$ cat config.mk
export PLATFORM = sky130hd
export DESIGN_NAME = ted_ctrl
export DESIGN_NICKNAME = d
export VERILOG_FILES = /design/src/sv/ted_pkg.sv /design/src/sv/ted_ctrl.sv
export SDC_FILE = /design/constraint.sdc
export NUM_CORES = 1
export LEC_CHECK = 0
export BUFFER_PORTS_ARGS = -buffer_cell sky130_fd_sc_hd__clkbuf_2
export CORE_AREA = 4 4 41 43
export CTS_BUF_LIST = sky130_fd_sc_hd__clkbuf_16
export DETAILED_ROUTE_END_ITERATION = 8
export DIE_AREA = 0 0 45 47
export SYNTH_ARGS = -nofsm -noshare
export SYNTH_HDL_FRONTEND = slang
export SYNTH_SLANG_ARGS = --single-unit
$ cat constraint.sdc
create_clock -name i_clk -period 1.1 [get_ports i_clk]
set_clock_uncertainty 0.05 [all_clocks]
set_input_delay 0.11 -clock i_clk [delete_from_list [all_inputs] [get_ports i_clk]]
set_output_delay 0.11 -clock i_clk [all_outputs]
set_load 0.01 [all_outputs]
$ cat src/sv/ted_pkg.sv
// shared types, constants and encodings for the text decoder
`timescale 1ns / 1ps

package ted_pkg;

    localparam int LOOKAHEAD_BYTES_DEF = 16;
    localparam int CHECK_WINDOW        = 16;
    localparam int ADDR_W              = 3;
    localparam int DATA_W              = 32;

    // encoding_mode register values
    localparam logic [1:0] ENC_LE      = 2'd0;
    localparam logic [1:0] ENC_UTF8    = 2'd1;
    localparam logic [1:0] ENC_BE      = 2'd2;
    localparam logic [1:0] MODE_DETECT = 2'd3;

    // register index taken from paddr[2]
    localparam logic REG_IDX_MODE = 1'b0;

    localparam logic [7:0] BOM8_0   = 8'hEF;
    localparam logic [7:0] BOM8_1   = 8'hBB;
    localparam logic [7:0] BOM8_2   = 8'hBF;
    localparam logic [7:0] BYTE_FF  = 8'hFF;
    localparam logic [7:0] BYTE_FE  = 8'hFE;
    localparam logic [7:0] MASK_2B  = 8'h1F;
    localparam logic [7:0] MASK_3B  = 8'h0F;
    localparam logic [7:0] LEAD_1B  = 8'h80;
    localparam logic [7:0] LEAD_2B  = 8'hC0;
    localparam logic [7:0] LEAD_3B  = 8'hE0;
    localparam logic [7:0] LEAD_4B  = 8'hF0;
    localparam logic [7:0] LEAD_BAD = 8'hF8;

    localparam logic [15:0] UNIT_UNDERSCORE = 16'h005F;
    localparam logic [15:0] SURR_BELOW      = 16'hD7FF;
    localparam logic [15:0] SURR_ABOVE      = 16'hE000;

    // utf-8 sequence kinds
    localparam logic [1:0] SEQ_NONE = 2'd0;
    localparam logic [1:0] SEQ_TWO  = 2'd1;
    localparam logic [1:0] SEQ_THR  = 2'd2;
    localparam logic [1:0] SEQ_FOUR = 2'd3;

    typedef enum logic [2:0] {
        ST_IDLE,
        ST_RESOLVE,
        ST_READ,
        ST_DECODE,
        ST_FLUSH
    } t_state;

    typedef struct packed {
        logic acc_in;      // input request taken
        logic resolve;     // pick encoding and skip from lookahead
        logic rd_issue;    // read lookahead at replay pointer
        logic sel_rd;      // decoder input from lookahead read data
        logic dec_replay;  // commit decode of replayed byte
        logic flush;       // release held result and end replay
    } t_cmd;

    typedef struct packed {
        logic detecting;
        logic det_fire;
        logic skip_empty;
        logic ptr_end;
        logic rd_emit;
        logic hold_valid;
        logic out_free;
    } t_sts;

    typedef struct packed {
        logic        emit;
        logic [15:0] unit;
        logic [8:0]  held;
        logic [1:0]  pend;
        logic [1:0]  kind;
        logic [15:0] partial;
    } t_dec;

endpackage

$ cat src/sv/ted_ctrl.sv
// sequencing of lookahead resolve, replay and flush
`timescale 1ns / 1ps

module ted_ctrl
    import ted_pkg::*;
(
    input  logic i_clk,
    input  logic i_rst_n,
    input  logic i_valid,
    output logic o_ready,
    input  t_sts i_sts,
    output t_cmd o_cmd
);

    t_state r_state;
    t_state n_state;

    always_ff @(posedge i_clk) begin
        if (!i_rst_n) begin
            r_state <= ST_IDLE;
        end else begin
            r_state <= n_state;
        end
    end

    always_comb begin
        n_state = r_state;
        o_cmd   = '0;
        o_ready = 1'b0;
        case (r_state)
            ST_IDLE: begin
                o_ready      = i_sts.detecting || i_sts.out_free;
                o_cmd.acc_in = i_valid && o_ready;
                if (o_cmd.acc_in && i_sts.detecting && i_sts.det_fire) begin
                    n_state = ST_RESOLVE;
                end
            end
            ST_RESOLVE: begin
                o_cmd.resolve = 1'b1;
                n_state = i_sts.skip_empty ? ST_FLUSH : ST_READ;
            end
            ST_READ: begin
                o_cmd.rd_issue = 1'b1;
                n_state = ST_DECODE;
            end
            ST_DECODE: begin
                o_cmd.sel_rd = 1'b1;
                // a second result needs the output slot for the held one
                if (!(i_sts.rd_emit && i_sts.hold_valid && !i_sts.out_free)) begin
                    o_cmd.dec_replay = 1'b1;
                    n_state = i_sts.ptr_end ? ST_FLUSH : ST_READ;
                end
            end
            ST_FLUSH: begin
                if (!(i_sts.hold_valid && !i_sts.out_free)) begin
                    o_cmd.flush = 1'b1;
                    n_state = ST_IDLE;
                end
            end
            default: begin
                n_state = ST_IDLE;
            end
        endcase
    end

endmodule

==> metrics.md, run 1 <==
| Metric | Value |
|---|---|
| H-tree depth | 1 |
| Post-synth EDFFs | 0 |
| Port buffer count | 16 |
| CP Cell Sequence | nor4_4 -> and2_1 -> buf_2 |
| Avg WL per Cell | 12.7 um |
| Biggest register | r_state |
| Achievable Freq | 0.785 GHz |
| Initial core utilization | 16.5% |
| Clock slew at reported path FFs | 30 ps |
| Share of post-route cells with drive strength above 1 | 66.7% |
| TritonCTS buffer count | 3 |
| Post-synthesis register bit count | 3 |
| Clk buf depth | 2 |
| Dpl ws | -106 ps |
| Vias in the first global route | just over 300 |
| Crit path buf inv count | 1 |
| CP Launch Type | register |
| Max reg flops | 3 |
| Regs by FF count | r_state x3 |
| Die extent in x | around 45 um |
| Vias | 304 |
| Layout Nets | 65 |
| Family with the most delay on the worst path | simple AND/OR/NAND/NOR gates |
| DRC | 0 |
| FILL cells | 141 |
| Worst stage delay on the critical path | 360 ps |
| Leak | 0.249 nW |
| First DRT Iteration DRCs | 10 |
| IO Pins | 17 |
| Synth top area share | 27.9% |
| Min-Delay Path Class | primary input to register |
| Die Span Y | approximately 47 um |
| Final Hold Vio Count | 0 |
| MaxCap Viol Count | 0 |
| Final setup fails | 8 |
| Ant diodes | 0 |
| Async SR Flop Fraction | 0% |
| CTS root buf | clkbuf_16 |
| Clock Latency Late Sink | ~220 ps |
| Non-Filler Instances | 69 |
| Power per Cell Area | 1500 mW/mm2 |
| Violated checks | setup timing |
| Slowest CP cell | dfxtp_4 |
| Slew headroom | between 80% and 90% |
| Max VDD drop | 0.565 mV |
| Synth area leader | dfxtp_1 |
| Post-synth top cells | and2_1 (3), dfxtp_1 (3) |
| Crit Path Class | register to output port |
| Status | complete, but fails checks |
| Req. time, crit path | 940 ps |
| Ranking of synthesized cells by area | dfxtp_1 (28%), and2_1 (8.7%), a31oi_1 (5.8%), nor2b_1 (5.8%), or4b_1 (4.7%) |
| Post-Syn Nets | 38 |
| FP Rows | 13 |
| CP max FO | 4 |
| First-pass GRT wire length | ~1.2 mm |
| Drt total wl | 875 um |
| DIE AREA | about 0.0021 mm2 |
| Crit path capture type | output port |
| Post-synthesis sequential area ratio | 27.9% |
| CTS Sinks | 3 |
| Final setup TNS | -1060 ps |
| Tightest Pin Transition | between 150 and 200 ps |
| Warnings from Yosys | 0 |
| Syn avg cell area | 7.69 um2 |
| Largest net degree at the start of global routing | 6 |
| Synthesized cell area | 215 um2 |
| Placed cell count | 64 |
| Total gr overflow | 0 |
| CTS tree | built |
| Crit path DAT | roughly 1100 ps |
| Ys flop type | dfxtp_1 |
| Fin crit share | 116% |
| Post-layout min period | 1270 ps |
| Synth Instances | 28 |
| Overall Global Routing Usage | 8.37% |
| Setup slack after layout | -175 ps |
| CORE AREA | 0.00130 mm2 |
| Drt pass-1 iters | 4 |
| Netlist cell types | 20 |
| Antenna violations before repair | 0 |
| Synth-to-layout area growth | 141% |
| Global placement routability congestion | 0.777 |
| Vias/cell | 4.41 |
| Hpwl dp | 555 um |
| Final Max Slew Viols | 0 |
| RSZ-0062 raised after global routing | yes |
| Post-DRT Antenna Nets | 0 |
-- report_power, final --
group | switching [mW] | internal (mW) | total [mW]
logic | 0.0403 | 0.0502 | 0.0905
registers | 0.00602 | 0.107 | 0.113
clock network | 0.104 | 0.469 | 0.573
total | 0.150 | 0.626 | 0.777
-- per-layer routing --
metal  share of wire, %  GRT usage, %  vias up  wire length, um
met1                 37          9.55      133              323
met2                 53          12.1       16              468
met4                2.3          7.02        0               20
met3                7.2          3.45        2               63
li1                   -             -      153                -
met5                  0             0        -                0
-- final cells by class --
| cell class | instances | area [um2] | area share [%] |
|---|---|---|---|
| inverter | 1 | 3.75 | 0.723 |
| timing repair buffer | 23 | 150 | 28.9 |
| multi-input combinational | 23 | 196 | 37.8 |
| clock buffer | 3 | 75.1 | 14.5 |
| clock inverter | 1 | 3.75 | 0.723 |
| tap | 15 | 18.8 | 3.61 |
| sequential | 3 | 71.3 | 13.7 |
-- final timing paths --
path                            startpoint          to  slack (ps)  cells after the start
worst max register to register  r_state[0]  r_state[1]        -120                      3
worst min register to register  r_state[1]  r_state[1]         460                      1
worst max-delay path            r_state[2]    o_cmd[5]        -170                      3
worst min-delay path              i_sts[3]  r_state[1]          70                      2
-- placed cells by master (no fill, tap or decap), drive strengths merged --
cell type  Yosys  layout
buf            1      14
clkbuf         0      12
and2           3       3
dfxtp          3       3
nor2b          3       3
nor2           3       3
inv            1       2
nand2          2       2
a31oi          2       2
nor3           1       1
nand3b         1       1
and3           1       1
nor4           1       1
or4b           1       1
a41oi          1       1
o22ai          1       1
and3b          1       1
nand4          1       1
o21ai          1       1
-- logic make-up after synthesis --
logic type | Yosys count | share of synthesized area [%]
AOI/OAI and AO/OA | 5 | 15.1
buffers and inverters | 2 | 5.23
DFF | 3 | 27.9
and+or+nand+nor | 18 | 51.8
-- repair_timing --
item                       CTS  global route
setup endpoints to repair    8             9
buffers inserted             0             1
gates resized for setup      9            13
pin swaps                    3             3
hold buffers                 0             0
gates cloned                 0             0
-- metrics by stage --
step	hold WS [ps]	util (%)	instance area, um2	power, mW
6_report	68.3	39.9	519	0.777
5_1_grt	108	39.9	519	0.806
4_1_cts	68.3	36.4	474	0.773
3_5_place_dp	304	27.7	360	0.190
3_3_place_gp	302	27.7	360	0.190
2_1_floorplan	190	-	228	0.150
Power figures use the tool's default switching activity.
==> run 2, diff against run 1 <==
BUFFER_PORTS_ARGS = default   (was -buffer_cell sky130_fd_sc_hd__clkbuf_2)
DONT_BUFFER_PORTS = 1   (was default)
==> run 2 against run 1 <==
The flow still finishes with violations (setup timing). Final cell count is 7.2% lower. Hold slack worse by 39 ps. Combinational power is 9.3% higher. First-iteration DRC count stayed put. Sequential share of layout area is 1.6 points lower. Die area stayed put. Design area is 9.2% higher. Largest cell class unchanged. Highest routed layer is now met3.
==> metrics.md, run 2 (synthesized netlist as in run 1, its figures left out) <==
| Metric | Value |
|---|---|
| Post-layout min period | 1300 ps |
| Die extent in x | between 40 and 50 um |
| Req. time, crit path | 1190 ps |
| Max VDD drop | 1.12 mV |
| FILL cells | 137 |
| Violated checks | setup timing |
| Fin area | 567 um2 |
| Regs by FF count | r_state x3 |
| Slew headroom | 82.6% |
| CTS root buf | clkbuf_16 |
| DIE AREA | between 0.002 and 0.0025 mm2 |
| Global placement routability congestion | 0.838 |
| Final Hold Vio Count | 0 |
| Commonest non-fill, non-tap cell in the layout | buf_4 |
| Commonest non-fill, non-tap cells in the layout | buf_4 (9), buf_6 (7), and2_4 (3), clkbuf_16 (3) |
| Final setup fails | 9 |
| CP max FO | 2 |
| Total gr overflow | 0 |
| MaxCap Viol Count | 0 |
| TritonCTS buffer count | 3 |
| Vias in the first global route | 332 |
| Power per Cell Area | between 1000 and 1500 mW/mm2 |
| Setup slack after layout | -197 ps |
| Non-Filler Instances | 64 |
| FP Rows | 13 |
| Vias/cell | 4.83 |
| Achievable Freq | 0.771 GHz |
| First-pass GRT wire length | about 1.4 mm |
| Status | complete, but fails checks |
| Crit Path Class | register to register |
| First DRT Iteration DRCs | 10 |
| Max reg flops | 3 |
| Final Max Slew Viols | 0 |
| Vias | 309 |
| Drt pass-1 iters | 3 |
| Layout Nets | 60 |
| Ant diodes | 0 |
| RSZ-0062 raised after global routing | yes |
| Fin crit share | 118% |
| CTS Sinks | 3 |
| Overall Global Routing Usage | around a tenth |
| Crit path DAT | 1390 ps |
| Share of post-route cells with drive strength above 1 | approximately three quarters |
| Post-DRT Antenna Nets | 0 |
| Antenna violations before repair | 0 |
| Placed cell area | ~280 um2 |
| Largest net degree at the start of global routing | 6 |
| Biggest register | r_state |
| Crit path capture type | register |
| Die Span Y | approximately 47 um |
| Clock slew at reported path FFs | 30 ps |
| Clk buf depth | 2 |
| H-tree depth | 1 |
| Port buffer count | 0 |
| Drt total wl | 897 um |
| Initial core utilization | 16.5% |
| CP Launch Type | register |
| CTS tree | built |
| Clock Latency Late Sink | around 220 ps |
| Tightest Pin Transition | 260 ps |
| IO Pins | 17 |
| DRC | 0 |
| Avg WL per Cell | 14.0 um |
| Placed cell count | 48 |
| Leak | 0.242 nW |
| Min-Delay Path Class | primary input to register |
| Hpwl dp | approximately 560 um |
| Synth-to-layout area growth | 163% |
| CORE AREA | between 0.001 and 0.0015 mm2 |
| R2r setup slk | -200 ps |
==> run 2: critical path, cell delays in order (launching register included) <==
cell and delay, ps:
dfxtp_4 340, buf_4 110, nor2_4 40, or4b_4 520, a41oi_2 150
==> run 2: power by group <==
group	switching, mW	internal, mW
Combinational	0.0395	0.0594
Sequential	0.00312	0.109
Clock	0.0956	0.468
Total	0.138	0.637
==> run 2: path summary, 6_finish.rpt <==
check                           startpoint    endpoint  cells after the start
worst max register to register  r_state[0]  r_state[1]                      4
worst max-delay path            r_state[0]  r_state[1]                      4
worst min-delay path               i_rst_n  r_state[0]                      1
worst min register to register  r_state[2]  r_state[1]                      2
==> run 2: final cells by class <==
type	instances	area, um2	share of cell area, %
flip-flops and latches	3	68.8	12.1
clock inverters	1	3.75	0.662
inverters	1	6.26	1.10
well taps	15	18.8	3.31
clock buffers	3	75.1	13.2
multi-input cells	23	228	40.2
repair buffers	18	166	29.4
==> run 2: per-layer routing <==
metal  routed length (um)  vias up  GRT usage [%]
li1                     -      147              -
met4                    0        0           3.51
met1                  379      148           10.2
met3                   70        0           5.36
met2                  447       14           17.2
met5                    0        -              0
==> run 2: timing repair <==
action / in CTS / in global routing
pin swaps: 9 / 9
buffers inserted: 5 / 5
hold buffers: 2 / 0
gates resized for setup: 22 / 5
setup endpoints to repair: 8 / 10
cloned: 0 / 0
endpoints found under the hold margin: 2 / 0
==> run 2: metrics by stage <==
step | setup WS (ps) | hold slack [ps] | power, mW | TNS, ps | util (%)
CTS | -213 | 32.0 | 0.775 | -1290 | 38.6
floorplan | -117 | 190 | 0.150 | -152 | -
detailed placement | -86.4 | 198 | 0.167 | -95.6 | 21.5
global route | -259 | 22.7 | 0.807 | -1570 | 43.6
finish | -197 | 29.0 | 0.775 | -1140 | 43.6
global placement | -46.2 | 194 | 0.167 | -56.5 | 21.5
