File: config.mk
export PLATFORM = sky130hd
export DESIGN_NAME = ted_dp
export DESIGN_NICKNAME = d
export VERILOG_FILES = /design/src/sv/ted_pkg.sv /design/src/sv/ted_dp.sv
export SDC_FILE = /design/constraint.sdc
export NUM_CORES = 1
export LEC_CHECK = 0
export BUFFER_PORTS_ARGS = -buffer_cell sky130_fd_sc_hd__buf_2
export CELL_PAD_IN_SITES_DETAIL_PLACEMENT = 1
export CELL_PAD_IN_SITES_GLOBAL_PLACEMENT = 1
export CORE_UTILIZATION = 56
export DETAILED_ROUTE_END_ITERATION = 16
export PLACE_DENSITY = 0.84
export SLEW_MARGIN = 10
export SYNTH_ARGS = -nofsm -noshare
export SYNTH_HDL_FRONTEND = slang
export SYNTH_SLANG_ARGS = --single-unit
export TNS_END_PERCENT = 5
File: constraint.sdc
create_clock -name i_clk -period 6.5 [get_ports i_clk]
set_input_delay 0 -clock i_clk [delete_from_list [all_inputs] [get_ports i_clk]]
set_output_delay 0 -clock i_clk [all_outputs]
set_load 0.005 [all_outputs]
File: src/sv/ted_pkg.sv
// shared types, constants and encodings for the text decoder
`timescale 1ns / 1ps

package ted_pkg;

    localparam int LOOKAHEAD_BYTES_DEF = 16;
    localparam int CHECK_WINDOW        = 16;
    localparam int ADDR_W              = 3;
    localparam int DATA_W              = 32;

    // encoding_mode register values
    localparam logic [1:0] ENC_LE      = 2'd0;
    localparam logic [1:0] ENC_UTF8    = 2'd1;
    localparam logic [1:0] ENC_BE      = 2'd2;
    localparam logic [1:0] MODE_DETECT = 2'd3;

    // register index taken from paddr[2]
    localparam logic REG_IDX_MODE = 1'b0;

    localparam logic [7:0] BOM8_0   = 8'hEF;
    localparam logic [7:0] BOM8_1   = 8'hBB;
    localparam logic [7:0] BOM8_2   = 8'hBF;
    localparam logic [7:0] BYTE_FF  = 8'hFF;
    localparam logic [7:0] BYTE_FE  = 8'hFE;
    localparam logic [7:0] MASK_2B  = 8'h1F;
    localparam logic [7:0] MASK_3B  = 8'h0F;
    localparam logic [7:0] LEAD_1B  = 8'h80;
    localparam logic [7:0] LEAD_2B  = 8'hC0;
    localparam logic [7:0] LEAD_3B  = 8'hE0;
    localparam logic [7:0] LEAD_4B  = 8'hF0;
    localparam logic [7:0] LEAD_BAD = 8'hF8;

    localparam logic [15:0] UNIT_UNDERSCORE = 16'h005F;
    localparam logic [15:0] SURR_BELOW      = 16'hD7FF;
    localparam logic [15:0] SURR_ABOVE      = 16'hE000;

    // utf-8 sequence kinds
    localparam logic [1:0] SEQ_NONE = 2'd0;
    localparam logic [1:0] SEQ_TWO  = 2'd1;
    localparam logic [1:0] SEQ_THR  = 2'd2;
    localparam logic [1:0] SEQ_FOUR = 2'd3;

    typedef enum logic [2:0] {
        ST_IDLE,
        ST_RESOLVE,
        ST_READ,
        ST_DECODE,
        ST_FLUSH
    } t_state;

    typedef struct packed {
        logic acc_in;      // input request taken
        logic resolve;     // pick encoding and skip from lookahead
        logic rd_issue;    // read lookahead at replay pointer
        logic sel_rd;      // decoder input from lookahead read data
        logic dec_replay;  // commit decode of replayed byte
        logic flush;       // release held result and end replay
    } t_cmd;

    typedef struct packed {
        logic detecting;
        logic det_fire;
        logic skip_empty;
        logic ptr_end;
        logic rd_emit;
        logic hold_valid;
        logic out_free;
    } t_sts;

    typedef struct packed {
        logic        emit;
        logic [15:0] unit;
        logic [8:0]  held;
        logic [1:0]  pend;
        logic [1:0]  kind;
        logic [15:0] partial;
    } t_dec;

endpackage

File: src/sv/ted_dp.sv
// lookahead memory, detection flags, byte decoder and output register
`timescale 1ns / 1ps

module ted_dp
    import ted_pkg::*;
#(
    parameter int LOOKAHEAD_BYTES = LOOKAHEAD_BYTES_DEF
) (
    input  logic        i_clk,
    input  logic        i_rst_n,
    input  t_cmd        i_cmd,
    output t_sts        o_sts,
    input  logic [7:0]  i_data_byte,
    input  logic        i_last_byte,
    input  logic        i_cfg_wr,
    input  logic [1:0]  i_cfg_mode,
    output logic [1:0]  o_mode,
    output logic        o_valid,
    input  logic        i_ready,
    output logic [15:0] o_code_unit,
    output logic [1:0]  o_resolved_encoding,
    output logic        o_run_last
);

    localparam int AW = $clog2(LOOKAHEAD_BYTES);
    localparam int CW = $clog2(LOOKAHEAD_BYTES + 1);

    function automatic t_dec decode(input logic [1:0] enc, input logic [8:0] held,
                                    input logic [1:0] pend, input logic [1:0] kind,
                                    input logic [15:0] partial, input logic [7:0] b);
        t_dec d;
        d.emit    = 1'b0;
        d.unit    = '0;
        d.held    = held;
        d.pend    = pend;
        d.kind    = kind;
        d.partial = partial;
        if (enc == ENC_LE || enc == ENC_BE) begin
            if (held[8]) begin
                d.emit = 1'b1;
                d.unit = (enc == ENC_LE) ? {b, held[7:0]} : {held[7:0], b};
                d.held = '0;
            end else begin
                d.held = {1'b1, b};
            end
        end else if (pend == 2'd0) begin
            if (b < LEAD_1B) begin
                d.emit = 1'b1;
                d.unit = {8'd0, b};
            end else if (b < LEAD_2B) begin
                d.pend = 2'd0;
            end else if (b < LEAD_3B) begin
                d.partial = {8'd0, b & MASK_2B};
                d.pend    = 2'd1;
                d.kind    = SEQ_TWO;
            end else if (b < LEAD_4B) begin
                d.partial = {8'd0, b & MASK_3B};
                d.pend    = 2'd2;
                d.kind    = SEQ_THR;
            end else if (b < LEAD_BAD) begin
                d.partial = '0;
                d.pend    = 2'd3;
                d.kind    = SEQ_FOUR;
            end
        end else begin
            if (kind != SEQ_FOUR) begin
                d.partial = {partial[9:0], b[5:0]};
            end
            d.pend = pend - 2'd1;
            if (d.pend == 2'd0) begin
                if (kind == SEQ_FOUR) begin
                    d.emit = 1'b1;
                    d.unit = UNIT_UNDERSCORE;
                end else if (d.partial <= SURR_BELOW || d.partial >= SURR_ABOVE) begin
                    d.emit = 1'b1;
                    d.unit = d.partial;
                end
                d.kind    = SEQ_NONE;
                d.partial = '0;
            end
        end
        return d;
    endfunction

    logic [7:0]  r_mem [LOOKAHEAD_BYTES];
    logic [7:0]  r_rd_data;
    logic [1:0]  r_mode;
    logic [CW-1:0] r_count;
    logic [CW-1:0] r_ptr;
    logic        r_detecting;
    logic        r_last_seen;
    logic        r_le_ok;
    logic        r_be_ok;
    logic        r_even_nz;
    logic [7:0]  r_b0;
    logic [7:0]  r_b1;
    logic [7:0]  r_b2;
    logic [1:0]  r_enc;
    logic [8:0]  r_held;
    logic [1:0]  r_pend;
    logic [1:0]  r_kind;
    logic [15:0] r_partial;
    logic        r_hold_valid;
    logic [15:0] r_hold_unit;
    logic        r_out_valid;
    logic [15:0] r_out_unit;
    logic [1:0]  r_out_enc;
    logic        r_out_last;

    t_dec        n_dec;
    logic [7:0]  dec_byte;
    logic        out_free;
    logic        acc_det;
    logic        acc_run;
    logic        do_restart;
    logic [1:0]  rs_mode;
    logic [1:0]  res_enc;
    logic [1:0]  res_skip;

    assign dec_byte = i_cmd.sel_rd ? r_rd_data : i_data_byte;
    assign n_dec    = decode(r_enc, r_held, r_pend, r_kind, r_partial, dec_byte);
    assign out_free = !r_out_valid || i_ready;
    assign acc_det  = i_cmd.acc_in && r_detecting;
    assign acc_run  = i_cmd.acc_in && !r_detecting;

    assign do_restart = !i_rst_n || i_cfg_wr || (acc_run && i_last_byte)
                        || (i_cmd.flush && r_last_seen);
    assign rs_mode    = !i_rst_n ? MODE_DETECT : (i_cfg_wr ? i_cfg_mode : r_mode);

    // bom first, then zero-byte pattern over complete pairs
    always_comb begin
        res_skip = 2'd0;
        if (r_count >= CW'(3) && r_b0 == BOM8_0 && r_b1 == BOM8_1 && r_b2 == BOM8_2) begin
            res_enc  = ENC_UTF8;
            res_skip = 2'd3;
        end else if (r_count >= CW'(2) && r_b0 == BYTE_FF && r_b1 == BYTE_FE) begin
            res_enc  = ENC_LE;
            res_skip = 2'd2;
        end else if (r_count >= CW'(2) && r_b0 == BYTE_FE && r_b1 == BYTE_FF) begin
            res_enc  = ENC_BE;
            res_skip = 2'd2;
        end else if (!r_le_ok && !r_be_ok) begin
            res_enc = ENC_UTF8;
        end else if (!r_le_ok) begin
            res_enc = ENC_BE;
        end else begin
            res_enc = ENC_LE;
        end
    end

    always_comb begin
        o_sts.detecting  = r_detecting;
        o_sts.det_fire   = (r_count == CW'(LOOKAHEAD_BYTES - 1)) || i_last_byte;
        o_sts.skip_empty = CW'(res_skip) >= r_count;
        o_sts.ptr_end    = CW'(r_ptr + 1'b1) == r_count;
        o_sts.rd_emit    = n_dec.emit;
        o_sts.hold_valid = r_hold_valid;
        o_sts.out_free   = out_free;
    end

    always_ff @(posedge i_clk) begin
        if (acc_det) begin
            r_mem[r_count[AW-1:0]] <= i_data_byte;
        end
        if (i_cmd.rd_issue) begin
            r_rd_data <= r_mem[r_ptr[AW-1:0]];
        end
    end

    always_ff @(posedge i_clk) begin
        if (!i_rst_n) begin
            r_mode <= MODE_DETECT;
        end else if (i_cfg_wr) begin
            r_mode <= i_cfg_mode;
        end
    end

    always_ff @(posedge i_clk) begin
        if (do_restart) begin
            r_count     <= '0;
            r_ptr       <= '0;
            r_detecting <= (rs_mode == MODE_DETECT);
            r_enc       <= (rs_mode == MODE_DETECT) ? ENC_LE : rs_mode;
            r_last_seen <= 1'b0;
            r_le_ok     <= 1'b1;
            r_be_ok     <= 1'b1;
            r_even_nz   <= 1'b0;
            r_held      <= '0;
            r_pend      <= '0;
            r_kind      <= SEQ_NONE;
            r_partial   <= '0;
        end else begin
            if (acc_det) begin
                r_count     <= r_count + 1'b1;
                r_last_seen <= i_last_byte;
                if (32'(r_count) < CHECK_WINDOW) begin
                    if (!r_count[0]) begin
                        r_even_nz <= (i_data_byte != 8'd0);
                    end else begin
                        r_be_ok <= r_be_ok && !r_even_nz;
                        r_le_ok <= r_le_ok && (i_data_byte == 8'd0);
                    end
                end
                if (r_count == CW'(0)) begin
                    r_b0 <= i_data_byte;
                end
                if (r_count == CW'(1)) begin
                    r_b1 <= i_data_byte;
                end
                if (r_count == CW'(2)) begin
                    r_b2 <= i_data_byte;
                end
            end
            if (acc_run || i_cmd.dec_replay) begin
                r_held    <= n_dec.held;
                r_pend    <= n_dec.pend;
                r_kind    <= n_dec.kind;
                r_partial <= n_dec.partial;
            end
            if (i_cmd.resolve) begin
                r_enc <= res_enc;
                r_ptr <= CW'(res_skip);
            end
            if (i_cmd.dec_replay) begin
                r_ptr <= r_ptr + 1'b1;
            end
            if (i_cmd.flush) begin
                r_detecting <= 1'b0;
                r_count     <= '0;
            end
        end
    end

    // newest replay result waits here until it is known whether it ends the request
    always_ff @(posedge i_clk) begin
        if (!i_rst_n) begin
            r_hold_valid <= 1'b0;
        end else if (i_cmd.dec_replay && n_dec.emit) begin
            r_hold_valid <= 1'b1;
        end else if (i_cmd.flush) begin
            r_hold_valid <= 1'b0;
        end
        if (i_cmd.dec_replay && n_dec.emit) begin
            r_hold_unit <= n_dec.unit;
        end
    end

    always_ff @(posedge i_clk) begin
        if (!i_rst_n) begin
            r_out_valid <= 1'b0;
        end else if (acc_run && n_dec.emit) begin
            r_out_valid <= 1'b1;
            r_out_unit  <= n_dec.unit;
            r_out_enc   <= r_enc;
            r_out_last  <= 1'b1;
        end else if (i_cmd.dec_replay && n_dec.emit && r_hold_valid) begin
            r_out_valid <= 1'b1;
            r_out_unit  <= r_hold_unit;
            r_out_enc   <= r_enc;
            r_out_last  <= 1'b0;
        end else if (i_cmd.flush && r_hold_valid) begin
            r_out_valid <= 1'b1;
            r_out_unit  <= r_hold_unit;
            r_out_enc   <= r_enc;
            r_out_last  <= 1'b1;
        end else if (i_ready) begin
            r_out_valid <= 1'b0;
        end
    end

    assign o_mode              = r_mode;
    assign o_valid             = r_out_valid;
    assign o_code_unit         = r_out_unit;
    assign o_resolved_encoding = r_out_enc;
    assign o_run_last          = r_out_last;

endmodule
==> flow_summary.toml, run 1 <==
[outcome]
outcome = "complete, no violations"

[clock_tree]
cts-htree-levels = 1
root_buffer = "clkbuf_16"
cts_made_buffers = 24
clockBufferDepth = 3
cts_tree = "yes"
cts_setup_buffers = 0
insertion_delay_ps = 520
cts_sinks = 239
clkTransAtPathRegs_ps = 60

[place]
gp_congestion = 0.858
port_buffers = 49
dpl.hpwl_um = 16100
dp.cells = 916
pre_cts_ws_ps = 2620

[sta]
rsz0062_at_grt = "false"
hold_violations = 0
setup-violations-final = 0
drv_slew = 0
worst_slack_ps = 2740
final.period_utilization = 0.578
fmax_mhz = 266
relSlewSlack = 0.233
fin_crit_ps = 3760
worst_pin_slew_ps = 1140
clock_skew_ps = 9.03
fin_tns_setup_ps = 0

[power_and_ir_drop]
ir_drop_uv = 317
p_int_w = 0.00245
p_seq_frac = 0.540
p_comb_frac = 0.066
p_per_area_nw_per_um2 = 276
p_sw_frac = 0.223
clockPowerShare = 0.394
p_sw_w = 0.000705
p_leak_nw = 3.75
total_power_w = 0.00316

[layout]
nNetsFinal = 766
area_growth_pct = 12.6
drive_above_1_share = 0.211
instances_no_fill = 979
n_antenna_cell = 0
utilization = 0.654

[worst_hold_path]
hp-start = "i_data_byte[4]"
hold_class = "in -> reg"
hold_depth = 2
hold_path_end = "r_mem[6][4]$_DFFE_PP_"

[floorplan]
io_pins = 50
initial_utilization = 0.580
rows = 48
die_y_um = 137
die_area_um2 = 18700
core-area_um2 = 17500
fp.dieW_um = 137

[setup_path]
crit_fanout = 19
endpoint_kind = "flip-flop"
rr_endpoint = "o_code_unit[10]$_DFFE_PP_"
rrSetupSlack_ps = 2740
crit_type = "reg -> reg"
worstRegToRegCells = 5
r2r-start = "r_enc[0]$_DFFE_PP_"
crit_path_start_kind = "flip-flop"
cp.required_ps = 6640
crit_arrival_ps = 3890

[grt]
grt_pass1_wl_um = 38200
grt_overflow_total = 0
grt_pass1_vias = 6597
antenna_found_initial = 0
grt_max_degree = 37
grt_usage = 0.281

[detailed_routing]
vias_per_cell = 6.20
wire_per_inst_um = 25.3
ant_nets = 0
drt-initial-drc-count = 428
drc = 0
vias = 6069
totalWireLength_um = 24700
firstDrtPassIters = 5

[logic_synthesis]
ys_ff_latch = 239
ys.flop_type = "edfxtp_1"
ys_seq_area_frac = 0.667
yosys_warnings = 0
avgSynthCellArea_um2 = 15.0
synth_cell_types = 67
async_flop_share = 0
synth-edff-count = 198
syn_nets = 705
synth_area_um2 = 10100
syn_inst = 676

[job]
maxCapViolations = 0
stage by stage:
stage | hold slack, ps | cell area (um^2)
2_1_floorplan | 87.9 | 10100
3_3_place_gp | 265 | 10500
3_5_place_dp | 278 | 10500
4_1_cts | 7.52 | 11400
5_1_grt | 9.79 | 11400
6_report | 14.5 | 11400
worst max-delay path by stage:
stage                             startpoint                        end  cells after the start
after floorplan           r_enc[0]$_DFFE_PP_   o_code_unit[0]$_DFFE_PP_                      5
after global routing      r_enc[0]$_DFFE_PP_  o_code_unit[10]$_DFFE_PP_                      5
after CTS                 r_enc[0]$_DFFE_PP_  o_code_unit[15]$_DFFE_PP_                      5
after global placement    r_enc[0]$_DFFE_PP_   o_code_unit[3]$_DFFE_PP_                      5
final                     r_enc[0]$_DFFE_PP_  o_code_unit[10]$_DFFE_PP_                      5
after detailed placement  r_enc[0]$_DFFE_PP_   o_code_unit[2]$_DFFE_PP_                      5
registers in the layout (all words and copies together) (netlist names), 2 cells and up:
name	flops
r_rd_data	8
r_b1	8
r_b0	8
r_b2	8
o_code_unit	16
r_hold_unit	16
r_ptr	5
r_kind	2
r_count	5
r_enc	2
o_resolved_encoding	2
r_partial	10
r_mem	128
r_held	9
r_pend	2
o_mode	2
metal layers:
layer	track usage	part of all wire	up-vias	routed length, um
met5	0	0	-	0
met4	0.101	0.033	0	823
met3	0.0393	0.044	55	1090
met2	0.508	0.53	184	13100
met1	0.344	0.39	3085	9750
li1	-	-	2745	-
logic make-up (layout without fill, tap and decap cells):
group                    count (synthesis)  after routing  share of synthesized area
AO/OA/AOI/OAI                          120            120                     0.0784
XOR/XNOR                                13             13                     0.0112
adder cells (fa/ha/maj)                  8              8                    0.00987
buffers and inverters                   51            129                     0.0244
flip-flops                             239            239                      0.667
multiplexers                            69             69                      0.122
AND/OR/NAND/NOR                        176            176                     0.0867
Yosys cell counts (8+ instances only):
| cell type | n | area share |
|---|---|---|
| edfxtp_1 | 198 | 0.59 |
| nor2_1 | 53 | 0.020 |
| a211oi_1 | 10 | 0.0074 |
| dfxtp_1 | 41 | 0.081 |
| nand4_1 | 8 | 0.0049 |
| nand3_1 | 11 | 0.0054 |
| nor3_1 | 17 | 0.0084 |
| inv_1 | 11 | 0.0041 |
| nand2_1 | 44 | 0.016 |
| ha_1 | 8 | 0.0099 |
| mux2_2 | 16 | 0.018 |
| mux4_2 | 40 | 0.089 |
| o21ai_0 | 21 | 0.010 |
| a21oi_1 | 43 | 0.021 |
| xnor2_1 | 8 | 0.0069 |
| clkbuf_1 | 21 | 0.0078 |
| mux2i_1 | 9 | 0.0089 |
final cells by class:
type | count | area [um^2]
inverters | 12 | 45.0
fillers | 1575 | 6050
clock buffers | 37 | 649
multi-input cells | 386 | 3160
well taps | 225 | 282
repair buffers | 74 | 483
clock inverters | 6 | 40.0
flip-flops and latches | 239 | 6770
critical path, stage by stage, from the launching register on:
cell and delay [ps]:
edfxtp_1 480, inv_1 260, nand2_1 390, a31oi_2 1040
o21ai_0 310, a21oi_2 890
cells in the final DEF (no fill, tap or decap), types with 4 or more instances in the layout:
master and n:
o21ai_0 21, nand3_1 11, nor2b_1 5, nor3_1 14, o21ai_1 6, nand2_1 44, inv_1 11, buf_2 49
xnor2_1 8, dfxtp_1 40, nand2b_1 7, mux2i_1 9, nand4_1 8, xor2_1 5, and3_1 5, buf_4 5
a31oi_1 4, a21oi_1 42, mux4_2 40, clkbuf_16 24, ha_1 8, dlygate4sd3_1 20, or3_1 7, mux2_2 16
clkinv_1 4, edfxtp_1 198, nand3b_1 4, nor2_1 53, a211oi_1 10, o31ai_1 6, clkbuf_1 13
timing repair:
item / in CTS / in global routing
resized for setup: 0 / 0
endpoints found under the setup margin: 0 / 0
hold endpoints to repair: 135 / 0
hold buffers: 20 / 0
power groups by stage:
stage	clock network (W)	logic [W]	registers, W
CTS	0.00126	0.000207	0.00171
finish	0.00124	0.000207	0.00171
global route	0.00131	0.000224	0.00171
floorplan	0	0.000128	0.00173
detailed placement	0	0.000195	0.00174
global placement	0	0.000185	0.00173
(Power assumes the default switching activity.)
==> run 2: changes to the inputs <==
--- a/config.mk
+++ b/config.mk
@@ -8,9 +8,9 @@
 export BUFFER_PORTS_ARGS = -buffer_cell sky130_fd_sc_hd__buf_2
 export CELL_PAD_IN_SITES_DETAIL_PLACEMENT = 1
 export CELL_PAD_IN_SITES_GLOBAL_PLACEMENT = 1
-export CORE_UTILIZATION = 56
+export CORE_UTILIZATION = 47
 export DETAILED_ROUTE_END_ITERATION = 16
-export PLACE_DENSITY = 0.84
+export PLACE_DENSITY = 0.75
 export SLEW_MARGIN = 10
 export SYNTH_ARGS = -nofsm -noshare
 export SYNTH_HDL_FRONTEND = slang
==> constraint.sdc (replaced) <==
create_clock -name i_clk -period 3.1 [get_ports i_clk]
set_input_delay 0 -clock i_clk [delete_from_list [all_inputs] [get_ports i_clk]]
set_output_delay 0 -clock i_clk [all_outputs]
set_load 0.005 [all_outputs]
==> flow_summary.toml, run 2 (synthesis gave the netlist of run 1 again) <==
[outcome]
outcome = "complete, no violations"

[setup_path]
endpoint_kind = "primary output"
crit_fanout = 4
cp.required_ps = 3100
crit_path_start_kind = "flip-flop"
crit_arrival_ps = 2840
crit_type = "reg -> out"

[place]
port_buffers = 49
dpl.hpwl_um = 16800
gp_congestion = 0.839
pre_cts_ws_ps = 770

[layout]
multiInputGateArea_um2 = 3150
fillerInstances = 2002
nNetsFinal = 773
final_common_cell = "edfxtp_1"
largest_reg_flops = 128
most-common-layout-cells = "edfxtp_1, nor2_1, buf_2, nand2_1, a21oi_1"
drive_above_1_share = 0.228
n_antenna_cell = 0
seq_area_um2 = 6770
area_growth_pct = 14.9
utilization = 0.553

[clock_tree]
clkTransAtPathRegs_ps = 60
insertion_delay_ps = 520
clockBufferDepth = 3
cts-htree-levels = 1
cts_made_buffers = 25
root_buffer = "clkbuf_16"
cts_setup_buffers = 0
cts_sinks = 239
cts_tree = "yes"

[power_and_ir_drop]
ir_drop_uv = 575
total_power_w = 0.00700
p_per_area_nw_per_um2 = 601
p_leak_nw = 3.83

[floorplan]
initial_utilization = 0.481
core-area_um2 = 21100
die_y_um = 149
rows = 53
fp.dieW_um = 149
io_pins = 50
die_area_um2 = 22200

[detailed_routing]
vias_per_cell = 5.92
drc = 0
vias = 6144
firstDrtPassIters = 5
ant_nets = 0
totalWireLength_um = 24500
drt-initial-drc-count = 458
wire_per_inst_um = 23.6

[sta]
drv_slew = 0
setup-violations-final = 0
hold_violations = 0
fin_tns_setup_ps = 0
worst_pin_slew_ps = 1210
clock_skew_ps = 9.59
final.period_utilization = 0.917
rsz0062_at_grt = "false"
worst_slack_ps = 257
relSlewSlack = 0.189
fin_crit_ps = 2840
fmax_mhz = 352
whs_ps = 53.7

[grt]
grt_pass1_wl_um = 38500
grt_overflow_total = 0
grt_max_degree = 36
grt_usage = 0.231
antenna_found_initial = 0
grt_pass1_vias = 6643

[worst_hold_path]
hold_class = "in -> reg"

[job]
maxCapViolations = 0
## run 2: layout make-up
class | instances | share of cell area
sequential | 239 | 0.581
clock inverter | 12 | 0.0119
timing repair buffer | 80 | 0.0457
clock buffer | 34 | 0.0583
inverter | 12 | 0.00386
multi-input combinational | 386 | 0.270
tap | 275 | 0.0295
## run 2: worst max-delay path, stage by stage (launching register included)
cell	delay, ps
edfxtp_1	410
or4b_1	560
nor4_2	290
and3_1	260
inv_1	60
ha_1	260
nand2b_1	140
a21oi_1	170
nor2_1	50
buf_2	120
## run 2: final timing paths
path,from,to,slack [ps],depth (start not counted)
setup / recovery,r_b1[2]$_DFFE_PP_,o_sts[4],260,9
hold / removal,i_cmd[5],o_run_last$_SDFFCE_PN1P_,50,3
setup reg to reg,r_count[0]$_SDFFE_PP0P_,r_ptr[1]$_SDFFE_PN0P_,720,8
hold reg to reg,r_le_ok$_SDFFE_PN1P_,r_le_ok$_SDFFE_PN1P_,480,2
## run 2: what timing repair did
action / 4_1_cts / 5_1_grt
endpoints found under the hold margin: 118 / 0
endpoints found under the setup margin: 0 / 1
hold buffers: 17 / 0
gates resized for setup: 0 / 1
## run 2: where the power goes
part / total, W / switching, W / leakage, nW / internal [W]
combinational: 0.000431 / 0.000260 / 1.31 / 0.000171
clock: 0.00299 / 0.00121 / 0.392 / 0.00178
sequential: 0.00358 / 0.0000447 / 2.14 / 0.00353
## run 2: layer usage
metal,track usage,part of all wire,up-vias
li1,-,-,2758
met1,0.299,0.42,3176
met2,0.405,0.52,177
met3,0.0309,0.044,33
met4,0.0684,0.022,0
met5,0,0,-
## run 2: metrics by stage
stage / area (um^2) / cells
detailed placement: 10700 / 975
finish: 11700 / 1038
CTS: 11600 / 1038
global route: 11700 / 1038
global placement: 10700 / 975
floorplan: 10200 / 676
==> run 3: changes to the inputs <==
--- a/config.mk
+++ b/config.mk
@@ -5,12 +5,13 @@
 export SDC_FILE = /design/constraint.sdc
 export NUM_CORES = 1
 export LEC_CHECK = 0
+export ABC_AREA = 1
 export BUFFER_PORTS_ARGS = -buffer_cell sky130_fd_sc_hd__buf_2
 export CELL_PAD_IN_SITES_DETAIL_PLACEMENT = 1
 export CELL_PAD_IN_SITES_GLOBAL_PLACEMENT = 1
-export CORE_UTILIZATION = 47
+export CORE_UTILIZATION = 44
 export DETAILED_ROUTE_END_ITERATION = 16
-export PLACE_DENSITY = 0.75
+export PLACE_DENSITY = 0.74
 export SLEW_MARGIN = 10
 export SYNTH_ARGS = -nofsm -noshare
 export SYNTH_HDL_FRONTEND = slang
==> flow_summary.toml, run 3 <==
[layout]
nNetsFinal = 1107
n_antenna_cell = 0
final_common_cell = "edfxtp_1"
drive_above_1_share = 0.128
largest_reg_flops = 128
most-common-layout-cells = "edfxtp_1, nand2_1, o21ai_0, inv_1, a21oi_1"
area_growth_pct = 16.1

[clock_tree]
insertion_delay_ps = 550
cts_sinks = 245
clockBufferDepth = 3
clkTransAtPathRegs_ps = 60
cts_tree = "yes"
cts_made_buffers = 26
cts-htree-levels = 1
root_buffer = "clkbuf_16"

[detailed_routing]
top_layer_used = "met4"
wl_met3_um = 1490
vias = 7662
vias_per_cell = 5.41
drt-initial-drc-count = 585
met2_length_um = 14400
wire_per_inst_um = 20.6
wl_met1_um = 12500
ant_nets = 0
firstDrtPassIters = 5
drc = 0
totalWireLength_um = 29100

[floorplan]
rows = 56
die_area_um2 = 25000
core-area_um2 = 23700
fp.dieW_um = 158
io_pins = 50
initial_utilization = 0.453
die_y_um = 158

[place]
dpl.hpwl_um = 19200
gp_congestion = 0.895
port_buffers = 49

[sta]
whs_ps = 90.0
final.period_utilization = 0.887
hold_violations = 0
setup-violations-final = 0
relSlewSlack = 0.278
fmax_mhz = 364
fin_crit_ps = 2750
rsz0062_at_grt = "false"
worst_pin_slew_ps = 1070
fin_tns_setup_ps = 0
drv_slew = 0
clock_skew_ps = 26.3

[grt]
grt_usage = 0.242
antenna_found_initial = 0
grt_overflow_total = 0
grt_max_degree = 61
grt_pass1_vias = 7871
grt_pass1_wl_um = 45100

[logic_synthesis]
avgSynthCellArea_um2 = 10.7
synth-edff-count = 198
ys.flop_type = "edfxtp_1"
synth_area_um2 = 10700
async_flop_share = 0
synthMostInstantiatedCell = "edfxtp_1"
synth_top_area_frac = 0.554
synthTopCellsByCount = "edfxtp_1, nand2_1, o21ai_0"
syn_nets = 1027
ys_ff_latch = 245
synth_area_leader_cell = "edfxtp_1"
yosys-top-cells-area = "edfxtp_1, dfxtp_1, nand2_1"
ys_seq_area_frac = 0.642
synth_cell_types = 45
syn_inst = 998
yosys_warnings = 0

[setup_path]
endpoint_kind = "primary output"
crit_arrival_ps = 2750
crit_path_start_kind = "flip-flop"
crit_fanout = 11
cp.required_ps = 3100
crit_type = "reg -> out"

[power_and_ir_drop]
p_leak_nw = 4.51
total_power_w = 0.00728
p_sw_frac = 0.223
p_comb_frac = 0.065
p_int_w = 0.00565
p_per_area_nw_per_um2 = 584
clockPowerShare = 0.433
ir_drop_uv = 447
p_sw_w = 0.00163
p_seq_frac = 0.503

[worst_hold_path]
hold_class = "in -> reg"

[job]
maxCapViolations = 0

[outcome]
outcome = "complete, no violations"
run 3: cell types whose count changed in the layout (fill, tap and decap cells not counted), moves of 12 or more:
cell      previous run  this run
a21oi_1             42        78
inv_1               11       102
mux2_2              16         0
mux2i_1              9        33
mux4_2              40         0
nand2_1             44       169
nand3_1             11        27
nor2_1              53        65
o211ai_1             0        32
o21ai_0             21       106
run 3: per-layer routing:
layer  track usage  vias up
li1              -     3644
met1         0.319     3763
met2         0.412      204
met3        0.0359       51
met4        0.0723        0
met5             0        -
run 3: path summary, 6_finish.rpt:
check,from,endpoint,slack (ps),cells past startpoint
setup reg to reg,r_pend[1]$_SDFFE_PN0P_,o_valid$_SDFFE_PN0P_,510,11
hold / removal,i_cmd[2],r_held[6]$_SDFFE_PN0P_,90,5
hold reg to reg,r_held[3]$_SDFFE_PN0P_,r_held[3]$_SDFFE_PN0P_,460,2
setup / recovery,r_ptr[3]$_SDFFE_PN0P_,o_sts[3],350,5
run 3: layout make-up:
class,count,area [um^2]
clock buffer,33,677
clock inverter,13,188
fill,2587,11200
inverter,109,412
multi-input combinational,598,3200
sequential,245,6890
tap,319,399
timing repair buffer,98,691
run 3: what timing repair did:
item                                    CTS  global route
endpoints found under the hold margin   147             0
setup buffers                             0             0
hold buffers                             26             0
endpoints found under the setup margin    0             1
resized for setup                         0             1
run 3: critical path, cell delays in order (launching register included):
cell,delay [ps]
dfxtp_1,610
clkinv_1,450
xor2_1,430
o21ai_0,140
a211oi_1,370
buf_2,210
run 3: power by group through the flow:
stage / combinational, W / sequential [W] / clock [W]
final: 0.000472 / 0.00366 / 0.00315
after global placement: 0.000430 / 0.00372 / 0
after CTS: 0.000470 / 0.00366 / 0.00319
after global routing: 0.000520 / 0.00366 / 0.00332
after detailed placement: 0.000439 / 0.00373 / 0
after floorplan: 0.000271 / 0.00371 / 0
run 3: kinds of logic (layout without fill, tap and decap cells):
kind of cell	after synthesis	after routing	share of synthesized area
AOI/OAI and AO/OA	248	248	0.129
xor gates and xnor gates	7	7	0.00572
adders and majority gates	8	8	0.00933
buffers and inverters	155	253	0.0607
DFF	245	245	0.642
muxes	33	33	0.0308
and+or+nand+nor	302	302	0.122
run 3: stage by stage:
stage	setup slack (ps)	cell area [um^2]	instances	util
2_1_floorplan	882	10700	998	-
5_1_grt	77.0	12500	1415	0.526
3_3_place_gp	644	11300	1343	0.478
6_report	349	12500	1415	0.526
4_1_cts	187	12500	1415	0.526
3_5_place_dp	552	11300	1343	0.478
